[config.mk]
export PLATFORM = sky130hd
export DESIGN_NAME = two_slot_servo_frame_scheduler_unit
export DESIGN_NICKNAME = d
export VERILOG_FILES = /design/src/sv/tsfs_pkg.sv /design/src/sv/tsfs_sched.sv /design/src/sv/two_slot_servo_frame_scheduler_unit.sv
export SDC_FILE = /design/constraint.sdc
export NUM_CORES = 1
export LEC_CHECK = 0
export BUFFER_PORTS_ARGS = -buffer_cell sky130_fd_sc_hd__buf_2
export CORE_MARGIN = 5
export CORE_UTILIZATION = 59
export DETAILED_ROUTE_END_ITERATION = 7
export PLACE_DENSITY = 0.86
export SKIP_CTS_REPAIR_TIMING = 1
export SLEW_MARGIN = 15
export SYNTH_ARGS = -nofsm -noshare
export SYNTH_HDL_FRONTEND = slang
export SYNTH_SLANG_ARGS = --single-unit
[constraint.sdc]
create_clock -name clk -period 4.1 [get_ports clk]
set_input_delay 0.205 -clock clk [delete_from_list [all_inputs] [get_ports clk]]
set_output_delay 0.205 -clock clk [all_outputs]
set_load 0.01 [all_outputs]
[src/sv/tsfs_pkg.sv]
// ----------------------------------------------------------------------------
// tsfs_pkg
// Types and codes shared by the two-slot servo frame scheduler.
// ----------------------------------------------------------------------------
package tsfs_pkg;

  localparam logic [1:0] OP_ENQUEUE   = 2'd0;
  localparam logic [1:0] OP_DISPATCH  = 2'd1;
  localparam logic [1:0] OP_CLEAR_ONE = 2'd2;
  localparam logic [1:0] OP_CLEAR_ALL = 2'd3;

  localparam logic [2:0] ST_OK       = 3'd0;
  localparam logic [2:0] ST_NOT_RDY  = 3'd1;
  localparam logic [2:0] ST_INVALID  = 3'd2;
  localparam logic [2:0] ST_NOTHING  = 3'd3;
  localparam logic [2:0] ST_DEFERRED = 3'd4;
  localparam logic [2:0] ST_SEND_ERR = 3'd5;

  localparam logic [1:0] KIND_NONE   = 2'd0;
  localparam logic [1:0] KIND_SINGLE = 2'd1;
  localparam logic [1:0] KIND_DUAL   = 2'd2;

  localparam logic [1:0] FAULT_NONE  = 2'd0;
  localparam logic [1:0] FAULT_RANGE = 2'd1;
  localparam logic [1:0] FAULT_TX    = 2'd2;
  localparam logic [1:0] FAULT_ARG   = 2'd3;

  localparam logic [1:0] RESP_OK   = 2'd0;
  localparam logic [1:0] RESP_BUSY = 2'd1;

  localparam logic [1:0] REG_TOOL_ENABLED  = 2'd0;
  localparam logic [1:0] REG_MAX_POSITION  = 2'd1;
  localparam logic [1:0] REG_MAX_MOVE_TIME = 2'd2;

  localparam logic [15:0] MAX_POSITION_RST  = 16'd2500;
  localparam logic [15:0] MAX_MOVE_TIME_RST = 16'd30000;

  typedef struct packed {
    logic [1:0]  opcode;
    logic        slot;
    logic [15:0] position;
    logic [15:0] move_time;
    logic [31:0] now_ms;
    logic        link_busy;
    logic [1:0]  link_response;
  } tsfs_item_t;

  typedef struct packed {
    logic        enabled;
    logic [15:0] max_pos;
    logic [15:0] max_mtime;
  } tsfs_cfg_t;

  typedef struct packed {
    logic [1:0]       valid;
    logic [1:0][15:0] pos;
    logic [1:0][15:0] mtime;
    logic [1:0][31:0] stamp;
    logic             tie_next;
    logic [1:0]       online;
    logic             ready;
    logic [1:0]       fault;
  } tsfs_state_t;

  typedef struct packed {
    logic [2:0]  status;
    logic [1:0]  kind;
    logic        fslot;
    logic [15:0] pos_first;
    logic [15:0] pos_second;
    logic [15:0] ftime;
    logic        over;
  } tsfs_res_t;

endpackage

[src/sv/tsfs_sched.sv]
// ----------------------------------------------------------------------------
// tsfs_sched
// Per-transaction decision logic: validates enqueues, picks the frame for a
// dispatch and works out the next slot and link state.
// ----------------------------------------------------------------------------
module tsfs_sched (
  input  tsfs_pkg::tsfs_item_t  item,
  input  tsfs_pkg::tsfs_cfg_t   cfg,
  input  tsfs_pkg::tsfs_state_t cur,
  output tsfs_pkg::tsfs_state_t nxt,
  output tsfs_pkg::tsfs_res_t   res
);
  import tsfs_pkg::*;

  logic [31:0] stamp_diff;
  logic        both_valid;
  logic        pick;
  logic        resp_fail;

  assign stamp_diff = cur.stamp[0] - cur.stamp[1];
  assign both_valid = cur.valid[0] & cur.valid[1];
  assign resp_fail  = (item.link_response != RESP_OK) && (item.link_response != RESP_BUSY);

  // oldest slot by wrap-safe signed difference, alternating on equal stamps
  always_comb begin
    if (!both_valid) begin
      pick = ~cur.valid[0];
    end else if (stamp_diff == 32'd0) begin
      pick = cur.tie_next;
    end else begin
      pick = ~stamp_diff[31];
    end
  end

  always_comb begin
    nxt = cur;
    res = '0;
    res.status = ST_OK;
    res.kind   = KIND_NONE;
    case (item.opcode)
      OP_ENQUEUE: begin
        if (!cfg.enabled) begin
          res.status = ST_NOT_RDY;
          nxt.fault  = FAULT_ARG;
        end else if (item.position > cfg.max_pos || item.move_time > cfg.max_mtime) begin
          res.status = ST_INVALID;
          nxt.fault  = FAULT_RANGE;
        end else begin
          res.over              = cur.valid[item.slot];
          nxt.valid[item.slot]  = 1'b1;
          nxt.pos[item.slot]    = item.position;
          nxt.mtime[item.slot]  = item.move_time;
          nxt.stamp[item.slot]  = item.now_ms;
        end
      end
      OP_DISPATCH: begin
        if (item.link_busy || cur.valid == 2'b00) begin
          res.status = ST_NOTHING;
        end else if (both_valid && cur.mtime[0] == cur.mtime[1]) begin
          res.kind       = KIND_DUAL;
          res.pos_first  = cur.pos[0];
          res.pos_second = cur.pos[1];
          res.ftime      = cur.mtime[0];
          if (item.link_response == RESP_BUSY) begin
            res.status = ST_DEFERRED;
          end else if (!resp_fail) begin
            nxt.valid  = 2'b00;
            nxt.online = 2'b11;
            nxt.ready  = 1'b1;
            nxt.fault  = FAULT_NONE;
          end else begin
            nxt.valid  = 2'b00;
            nxt.online = 2'b00;
            nxt.ready  = 1'b0;
            nxt.fault  = FAULT_TX;
            res.status = ST_SEND_ERR;
          end
        end else begin
          res.kind      = KIND_SINGLE;
          res.fslot     = pick;
          res.pos_first = cur.pos[pick];
          res.ftime     = cur.mtime[pick];
          if (item.link_response == RESP_BUSY) begin
            res.status = ST_DEFERRED;
          end else if (!resp_fail) begin
            nxt.valid[pick]  = 1'b0;
            nxt.online[pick] = 1'b1;
            nxt.tie_next     = ~pick;
            nxt.ready        = cur.online[~pick];
            nxt.fault        = FAULT_NONE;
          end else begin
            nxt.valid[pick]  = 1'b0;
            nxt.online[pick] = 1'b0;
            nxt.ready        = 1'b0;
            nxt.fault        = FAULT_TX;
            res.status       = ST_SEND_ERR;
          end
        end
      end
      OP_CLEAR_ONE: begin
        nxt.valid[item.slot] = 1'b0;
      end
      OP_CLEAR_ALL: begin
        nxt.valid = 2'b00;
      end
      default: begin
        nxt = cur;
      end
    endcase
  end

endmodule

[src/sv/two_slot_servo_frame_scheduler_unit.sv]
// ----------------------------------------------------------------------------
// two_slot_servo_frame_scheduler_unit
// Two pending servo command slots with enqueue checks and frame dispatch.
// ----------------------------------------------------------------------------
// Each transaction is registered on acceptance, decided combinationally
// against the slot state and written to the output register together with
// the updated state when that register can take it, so one transaction is
// taken per cycle while the output does not stall. The pipeline
// stalls only when the output register is full and out_ready is low.
// Configuration writes take effect at once and are expected while the block
// is idle.
module two_slot_servo_frame_scheduler_unit (
  input  logic        clk,
  input  logic        rst_n,
  input  logic        cfg_we,
  input  logic [1:0]  cfg_index,
  input  logic [15:0] cfg_wdata,
  input  logic        in_valid,
  output logic        in_ready,
  input  logic [1:0]  in_opcode,
  input  logic        in_slot,
  input  logic [15:0] in_position,
  input  logic [15:0] in_move_time,
  input  logic [31:0] in_now_ms,
  input  logic        in_link_busy,
  input  logic [1:0]  in_link_response,
  output logic        out_valid,
  input  logic        out_ready,
  output logic [2:0]  out_status,
  output logic [1:0]  out_frame_kind,
  output logic        out_frame_slot,
  output logic [15:0] out_frame_position_first,
  output logic [15:0] out_frame_position_second,
  output logic [15:0] out_frame_time,
  output logic        out_pending_first,
  output logic        out_pending_second,
  output logic        out_overwrote,
  output logic        out_ready_res,
  output logic [1:0]  out_fault_code
);
  import tsfs_pkg::*;

  tsfs_cfg_t   cfg_r;
  tsfs_state_t state_r;
  tsfs_state_t state_nxt;
  tsfs_item_t  item_r;
  logic        item_vld_r;
  tsfs_res_t   res_nxt;
  tsfs_res_t   res_r;
  logic        out_vld_r;
  logic        advance;

  assign advance  = !out_vld_r || out_ready;
  assign in_ready = !item_vld_r || advance;

  always_ff @(posedge clk) begin
    if (!rst_n) begin
      cfg_r.enabled   <= 1'b0;
      cfg_r.max_pos   <= MAX_POSITION_RST;
      cfg_r.max_mtime <= MAX_MOVE_TIME_RST;
    end else if (cfg_we) begin
      unique case (cfg_index)
        REG_TOOL_ENABLED:  cfg_r.enabled   <= cfg_wdata[0];
        REG_MAX_POSITION:  cfg_r.max_pos   <= cfg_wdata;
        REG_MAX_MOVE_TIME: cfg_r.max_mtime <= cfg_wdata;
        default: ;
      endcase
    end
  end

  // input stage
  always_ff @(posedge clk) begin
    if (!rst_n) begin
      item_vld_r <= 1'b0;
    end else if (in_ready) begin
      item_vld_r <= in_valid;
    end
  end

  always_ff @(posedge clk) begin
    if (in_valid && in_ready) begin
      item_r.opcode        <= in_opcode;
      item_r.slot          <= in_slot;
      item_r.position      <= in_position;
      item_r.move_time     <= in_move_time;
      item_r.now_ms        <= in_now_ms;
      item_r.link_busy     <= in_link_busy;
      item_r.link_response <= in_link_response;
    end
  end

  tsfs_sched u_sched (
    .item (item_r),
    .cfg  (cfg_r),
    .cur  (state_r),
    .nxt  (state_nxt),
    .res  (res_nxt)
  );

  // slot state, written as the transaction moves to the output register
  always_ff @(posedge clk) begin
    if (!rst_n) begin
      state_r <= '0;
    end else if (item_vld_r && advance) begin
      state_r <= state_nxt;
    end
  end

  // output stage
  always_ff @(posedge clk) begin
    if (!rst_n) begin
      out_vld_r <= 1'b0;
    end else if (advance) begin
      out_vld_r <= item_vld_r;
    end
  end

  always_ff @(posedge clk) begin
    if (item_vld_r && advance) begin
      res_r <= res_nxt;
    end
  end

  logic [1:0] pend_r;
  logic       rdy_res_r;
  logic [1:0] fault_r;

  always_ff @(posedge clk) begin
    if (item_vld_r && advance) begin
      pend_r    <= state_nxt.valid;
      rdy_res_r <= state_nxt.ready;
      fault_r   <= state_nxt.fault;
    end
  end

  assign out_valid                 = out_vld_r;
  assign out_status                = res_r.status;
  assign out_frame_kind            = res_r.kind;
  assign out_frame_slot            = res_r.fslot;
  assign out_frame_position_first  = res_r.pos_first;
  assign out_frame_position_second = res_r.pos_second;
  assign out_frame_time            = res_r.ftime;
  assign out_pending_first         = pend_r[0];
  assign out_pending_second        = pend_r[1];
  assign out_overwrote             = res_r.over;
  assign out_ready_res             = rdy_res_r;
  assign out_fault_code            = fault_r;

endmodule

* Yosys cells after proc, flatten, opt, wreduce, memory -nomap -nowiden
Index checks and enable logic that the tools add are counted.
** Storage, ports and cells
- Output and inout bits :: 62
- Bits of input ports :: 93
- Register bits after elaboration :: 301
- Word-level logic and storage cells :: 142
** Operators by class
- Equal/unequal tests :: 8
- Add/subtract/negate cells :: 1
- $lt $le $gt $ge :: 7
- Multiplexer cells :: 47
- Bitwise logic cells :: 19
- Reductions and logical operators :: 27
** Operator list (number)
- 130-bit 2-to-1 mux :: 2
- 16-bit 2-to-1 mux :: 7
- 32-bit bitwise mux :: 2
- 64-bit bitwise mux :: 1
- 32-bit demux with 1-bit select :: 1
- 16-bit greater-than comparator :: 2
- 32-bit logical NOT :: 1
- 32-bit 2-to-1 mux :: 1
- 32-bit subtractor :: 1
- 5-bit 2-to-1 mux :: 5
- 2-bit 2-to-1 mux :: 9
- 16-bit demux with 1-bit select :: 1
- 16-bit == test :: 1
- 3-bit 2-to-1 mux :: 4
- 1-bit inverter :: 11
- 1-bit 2-to-1 mux :: 9
- 3-bit OR reduction :: 3
- 2-bit one-hot mux with 4 select lines :: 1
- 4-bit AND reduction :: 2
- 2-bit AND :: 3
- 2-bit by 1-bit == test with 1-bit output, second input constant :: 3
- 2-bit == test, second input constant :: 3
- 1-bit logical AND :: 6
- 2-bit logical NOT :: 3
- other kinds (15) :: 27

* Depth between registers and ports, before layout
- Depth after elaboration :: 15
- Depth in mapped cells :: 16
- Gate-level depth less buffers :: 13

* Hierarchy
A second synthesis with hierarchy kept.
** Second synthesis, totals
- Cell total of the unflattened synthesis :: 1696
- Area, all modules :: 16726.0 um^2
** Modules (own cells, without submodules)
- two_slot_servo_frame_scheduler_unit :: instances 1, area each 10725.3 um^2, cells each 865
- tsfs_sched :: instances 1, area each 6000.8 um^2, cells each 831

* Worst setup path before layout
Ideal clock, no wire load.
- Path type :: register to register
- From :: reg (tool-made name)
- To :: reg res_r (netlist bit out_frame_position_first[10]) (data pin)
- Data required time :: 3.834 ns
- Cell stages (with the launch flop) :: 16
- Buffers on the path :: 2
- Setup slack :: 0.899 ns
- Arrival time :: 2.935 ns
- Clock period less this slack :: 3.201 ns
- Cells stage by stage :: dfxtp_1 > inv_1 > ha_1 > a21o_1 > and2_1 > or3_1 > a21o_1 > a21oi_1 > a211oi_2 > nor4_1 > nand3_1 > o211ai_2 > buf_6 > buf_6 > mux2i_1 > nor2_1
** RTL lines
- to (signal assigned) :: line two_slot_servo_frame_scheduler_unit.sv:120 : res_r <= res_nxt;
- to (decl) :: line two_slot_servo_frame_scheduler_unit.sv:49 : tsfs_res_t res_r;

==> run_summary.xml <==
<?xml version="1.0" encoding="UTF-8"?>
<metrics>
  <group name="run">
    <metric name="maxCapViolations" unit="">0</metric>
  </group>
  <group name="logic_synthesis">
    <metric name="yosys-top-cells-area" unit="">edfxtp_1 27%, dfxtp_1 24%, nand2_1 9.3%</metric>
    <metric name="synth_cells" unit="">1545</metric>
    <metric name="yosys-top-cells-count" unit="">357 x nand2_1, 192 x a21oi_1, 171 x dfxtp_1, 130 x edfxtp_1, 102 x nor2_1</metric>
    <metric name="synth_cell_types" unit="">87</metric>
    <metric name="synth_nets" unit="">1701</metric>
    <metric name="async_reset_ff_frac" unit="">0</metric>
    <metric name="synth-edff-count" unit="">130</metric>
    <metric name="library_cell_with_the_highest_instance_count_after_synthesis" unit="">nand2_1</metric>
    <metric name="synth_top_cell_by_area" unit="">edfxtp_1</metric>
    <metric name="ys_dominant_reg_cell" unit="">dfxtp_1</metric>
    <metric name="warnings_synthesis" unit="">0</metric>
    <metric name="number_of_synthesized_register_bits" unit="">301</metric>
    <metric name="syn_area" unit="um2">14400</metric>
    <metric name="sequential_share_of_the_synthesized_area" unit="">0.510</metric>
    <metric name="synth_largest_type_area_fraction" unit="">0.272</metric>
    <metric name="syn-mean-instance-area" unit="um2">9.29</metric>
  </group>
  <group name="critical_path">
    <metric name="worstPathMaxFanout" unit="">35</metric>
    <metric name="timing.critical_path.cells" unit="">inv_1 &gt; ha_1 &gt; a21oi_1 &gt; o21ai_1 &gt; a21oi_2 &gt; o211a_4 &gt; mux2i_1 &gt; nor4b_2 &gt; o2111a_1 &gt; nand4_1 &gt; o211ai_4 &gt; buf_12 &gt; mux2i_1 &gt; nor2_1</metric>
    <metric name="cpPeakStageDelay" unit="ps">420</metric>
    <metric name="r2r_setup_slack" unit="ps">200</metric>
    <metric name="crit_path_end_kind" unit="">register</metric>
    <metric name="cp_most_frequent_cell" unit="">mux2i_1</metric>
    <metric name="critical_path.top_delay_family" unit="">compound AO/OA/AOI/OAI gates</metric>
    <metric name="critical_path.slowest_cell" unit="">ha_1</metric>
    <metric name="path_class" unit="">reg -&gt; reg</metric>
    <metric name="data_required_time_at_the_worst_endpoint" unit="ps">4370</metric>
    <metric name="worstSetupStartpointType" unit="">register</metric>
    <metric name="worstPathArrival" unit="ps">4180</metric>
    <metric name="crit_buf_inv" unit="">2</metric>
  </group>
  <group name="detailed_routing">
    <metric name="vias" unit="">12600</metric>
    <metric name="drtPass1Iterations" unit="">6</metric>
    <metric name="initialDrtViolationCount" unit="">1294</metric>
    <metric name="route.final.wire_length" unit="um">41400</metric>
    <metric name="wire_per_inst" unit="um">19.7</metric>
    <metric name="avgViaCountPerCell" unit="">5.97</metric>
    <metric name="ant_nets" unit="">0</metric>
    <metric name="post_detailed_route_drc_marker_count" unit="">0</metric>
  </group>
  <group name="power">
    <metric name="total_leakage_power" unit="nW">6.70</metric>
    <metric name="peakVddDrop" unit="mV">0.402</metric>
    <metric name="power-per-cell-area" unit="nW/um2">379</metric>
  </group>
  <group name="floorplan">
    <metric name="die_area" unit="um2">27500</metric>
    <metric name="horizontal_extent_of_the_die" unit="um">166</metric>
    <metric name="core.rowCount" unit="">57</metric>
    <metric name="core" unit="um2">24100</metric>
    <metric name="starting_density" unit="">0.595</metric>
    <metric name="floorplan.io_pins" unit="">155</metric>
    <metric name="die_height" unit="um">166</metric>
  </group>
  <group name="clock_tree">
    <metric name="htreeDepth" unit="">1</metric>
    <metric name="cts_tree" unit="">built</metric>
    <metric name="cts_max_path_buffers" unit="">3</metric>
    <metric name="cts_root_buf" unit="">clkbuf_16</metric>
    <metric name="clk-insertion-delay-late" unit="ps">570</metric>
    <metric name="cts.reportedPaths.clkPinSlew" unit="ps">70</metric>
    <metric name="number_of_clock_buffers_inserted_by_tritoncts" unit="">31</metric>
    <metric name="cts.sinks" unit="">301</metric>
  </group>
  <group name="final_layout">
    <metric name="growth_of_design_area_from_synthesis_to_finish" unit="%">19.9</metric>
    <metric name="layoutNonFillerInstCount" unit="">2104</metric>
    <metric name="finalInstanceArea" unit="um2">17200</metric>
    <metric name="final_layout_size_suffix_gt1_frac" unit="">0.146</metric>
    <metric name="finalNetCount" unit="">1910</metric>
  </group>
  <group name="sta">
    <metric name="setup_viol" unit="">0</metric>
    <metric name="post-route-period-util" unit="">0.952</metric>
    <metric name="timing_hold_violations_final" unit="">0</metric>
    <metric name="finClkSkew" unit="ps">21.7</metric>
    <metric name="period_minus_slack" unit="ps">3900</metric>
    <metric name="slew_violations" unit="">0</metric>
    <metric name="worst_slew_pin_slew" unit="ps">977</metric>
    <metric name="slew_headroom" unit="">0.349</metric>
    <metric name="fmax" unit="MHz">256</metric>
  </group>
  <group name="grt">
    <metric name="global_route_wire_length_before_repair" unit="um">60000</metric>
    <metric name="grt_antenna_before_repair" unit="">2</metric>
    <metric name="grt_max_degree" unit="">94</metric>
    <metric name="grt_util_all_layers" unit="">0.262</metric>
    <metric name="globalRouteOverflowTotal" unit="">0</metric>
    <metric name="first_global_vias" unit="">11600</metric>
  </group>
  <group name="placement">
    <metric name="placed_cells_incl_taps" unit="">1958</metric>
    <metric name="globalplace.congestion" unit="">0.915</metric>
    <metric name="detailedPlacementHpwl" unit="um">25900</metric>
    <metric name="port_buffers" unit="">154</metric>
    <metric name="detailed_place.area" unit="um2">15300</metric>
  </group>
  <group name="hold_path">
    <metric name="hp-class" unit="">in -&gt; reg</metric>
    <metric name="min_from" unit="">rst_n</metric>
  </group>
  <group name="status">
    <metric name="outcome" unit="">finished clean</metric>
  </group>
</metrics>
worst register-to-register path, delay by kind of cell, from the launching register on:
kind / cells / cell delay [ps]
buffers and inverters: 2 / 360
flip-flops: 1 / 330
adder cells (fa/ha/maj): 1 / 420
AO/OA/AOI/OAI: 6 / 1510
AND/OR/NAND/NOR: 3 / 470
multiplexers: 2 / 540
worst paths after layout:
path,to,cells after the start
max,out_frame_position_first[2],14
min,cfg_r[27],2
max reg2reg,out_frame_position_first[2],14
min reg2reg,register,2
routing by layer:
| metal | routed length, um | share of wire | track usage |
|---|---|---|---|
| met5 | 0 | 0 | 0 |
| met4 | 1600 | 0.039 | 0.0807 |
| met3 | 3250 | 0.078 | 0.0417 |
| met2 | 20300 | 0.49 | 0.432 |
| met1 | 16300 | 0.39 | 0.358 |
stage by stage:
| step | TNS (ps) | util | setup slack, ps | hold slack [ps] | total power, mW |
|---|---|---|---|---|---|
| after floorplan | 0 | - | 899 | 304 | 3.49 |
| after global routing | -4.17 | 0.714 | -4.17 | 58.3 | 6.74 |
| after CTS | 0 | 0.678 | 259 | -192 | 6.45 |
| final | 0 | 0.714 | 197 | 67.0 | 6.53 |
| after detailed placement | 0 | 0.635 | 302 | 383 | 3.63 |
| after global placement | 0 | 0.635 | 418 | 381 | 3.62 |
placed cells by master (no fill, tap or decap), drive strengths merged, types with 29 or more instances in the layout:
cell type    netlist  routed
nand2            358     358
a21oi            199     199
dfxtp            171     171
buf               27     170
edfxtp           130     130
nor2             103     103
dlygate4sd3        0      87
inv               77      77
ha                63      63
clkbuf            54      42
mux2i             37      37
o21ai             29      29
layout make-up:
cell class	instances	area (um2)
flip-flops and latches	301	7330
repair buffers	257	1790
clock buffers	42	857
inverters	77	292
clock inverters	15	175
diodes	2	5.00
well taps	324	405
multi-input cells	1086	6370
fillers	1703	6890
where the power goes:
group          internal, mW  switching [mW]  leakage (nW)
Combinational         0.171           0.215          3.56
Sequential             3.21          0.0622          2.64
Clock                  1.70            1.17         0.502
logic make-up after synthesis:
| family | count (synthesis) | share of synthesized area |
|---|---|---|
| multiplexers | 38 | 0.0266 |
| buffers and inverters | 158 | 0.0470 |
| flip-flops | 301 | 0.510 |
| AND/OR/NAND/NOR | 603 | 0.187 |
| XOR/XNOR | 30 | 0.0183 |
| adder cells (fa/ha/maj) | 63 | 0.0549 |
| AO/OA/AOI/OAI | 352 | 0.156 |
No activity file was read; power rests on OpenSTA's default activity.
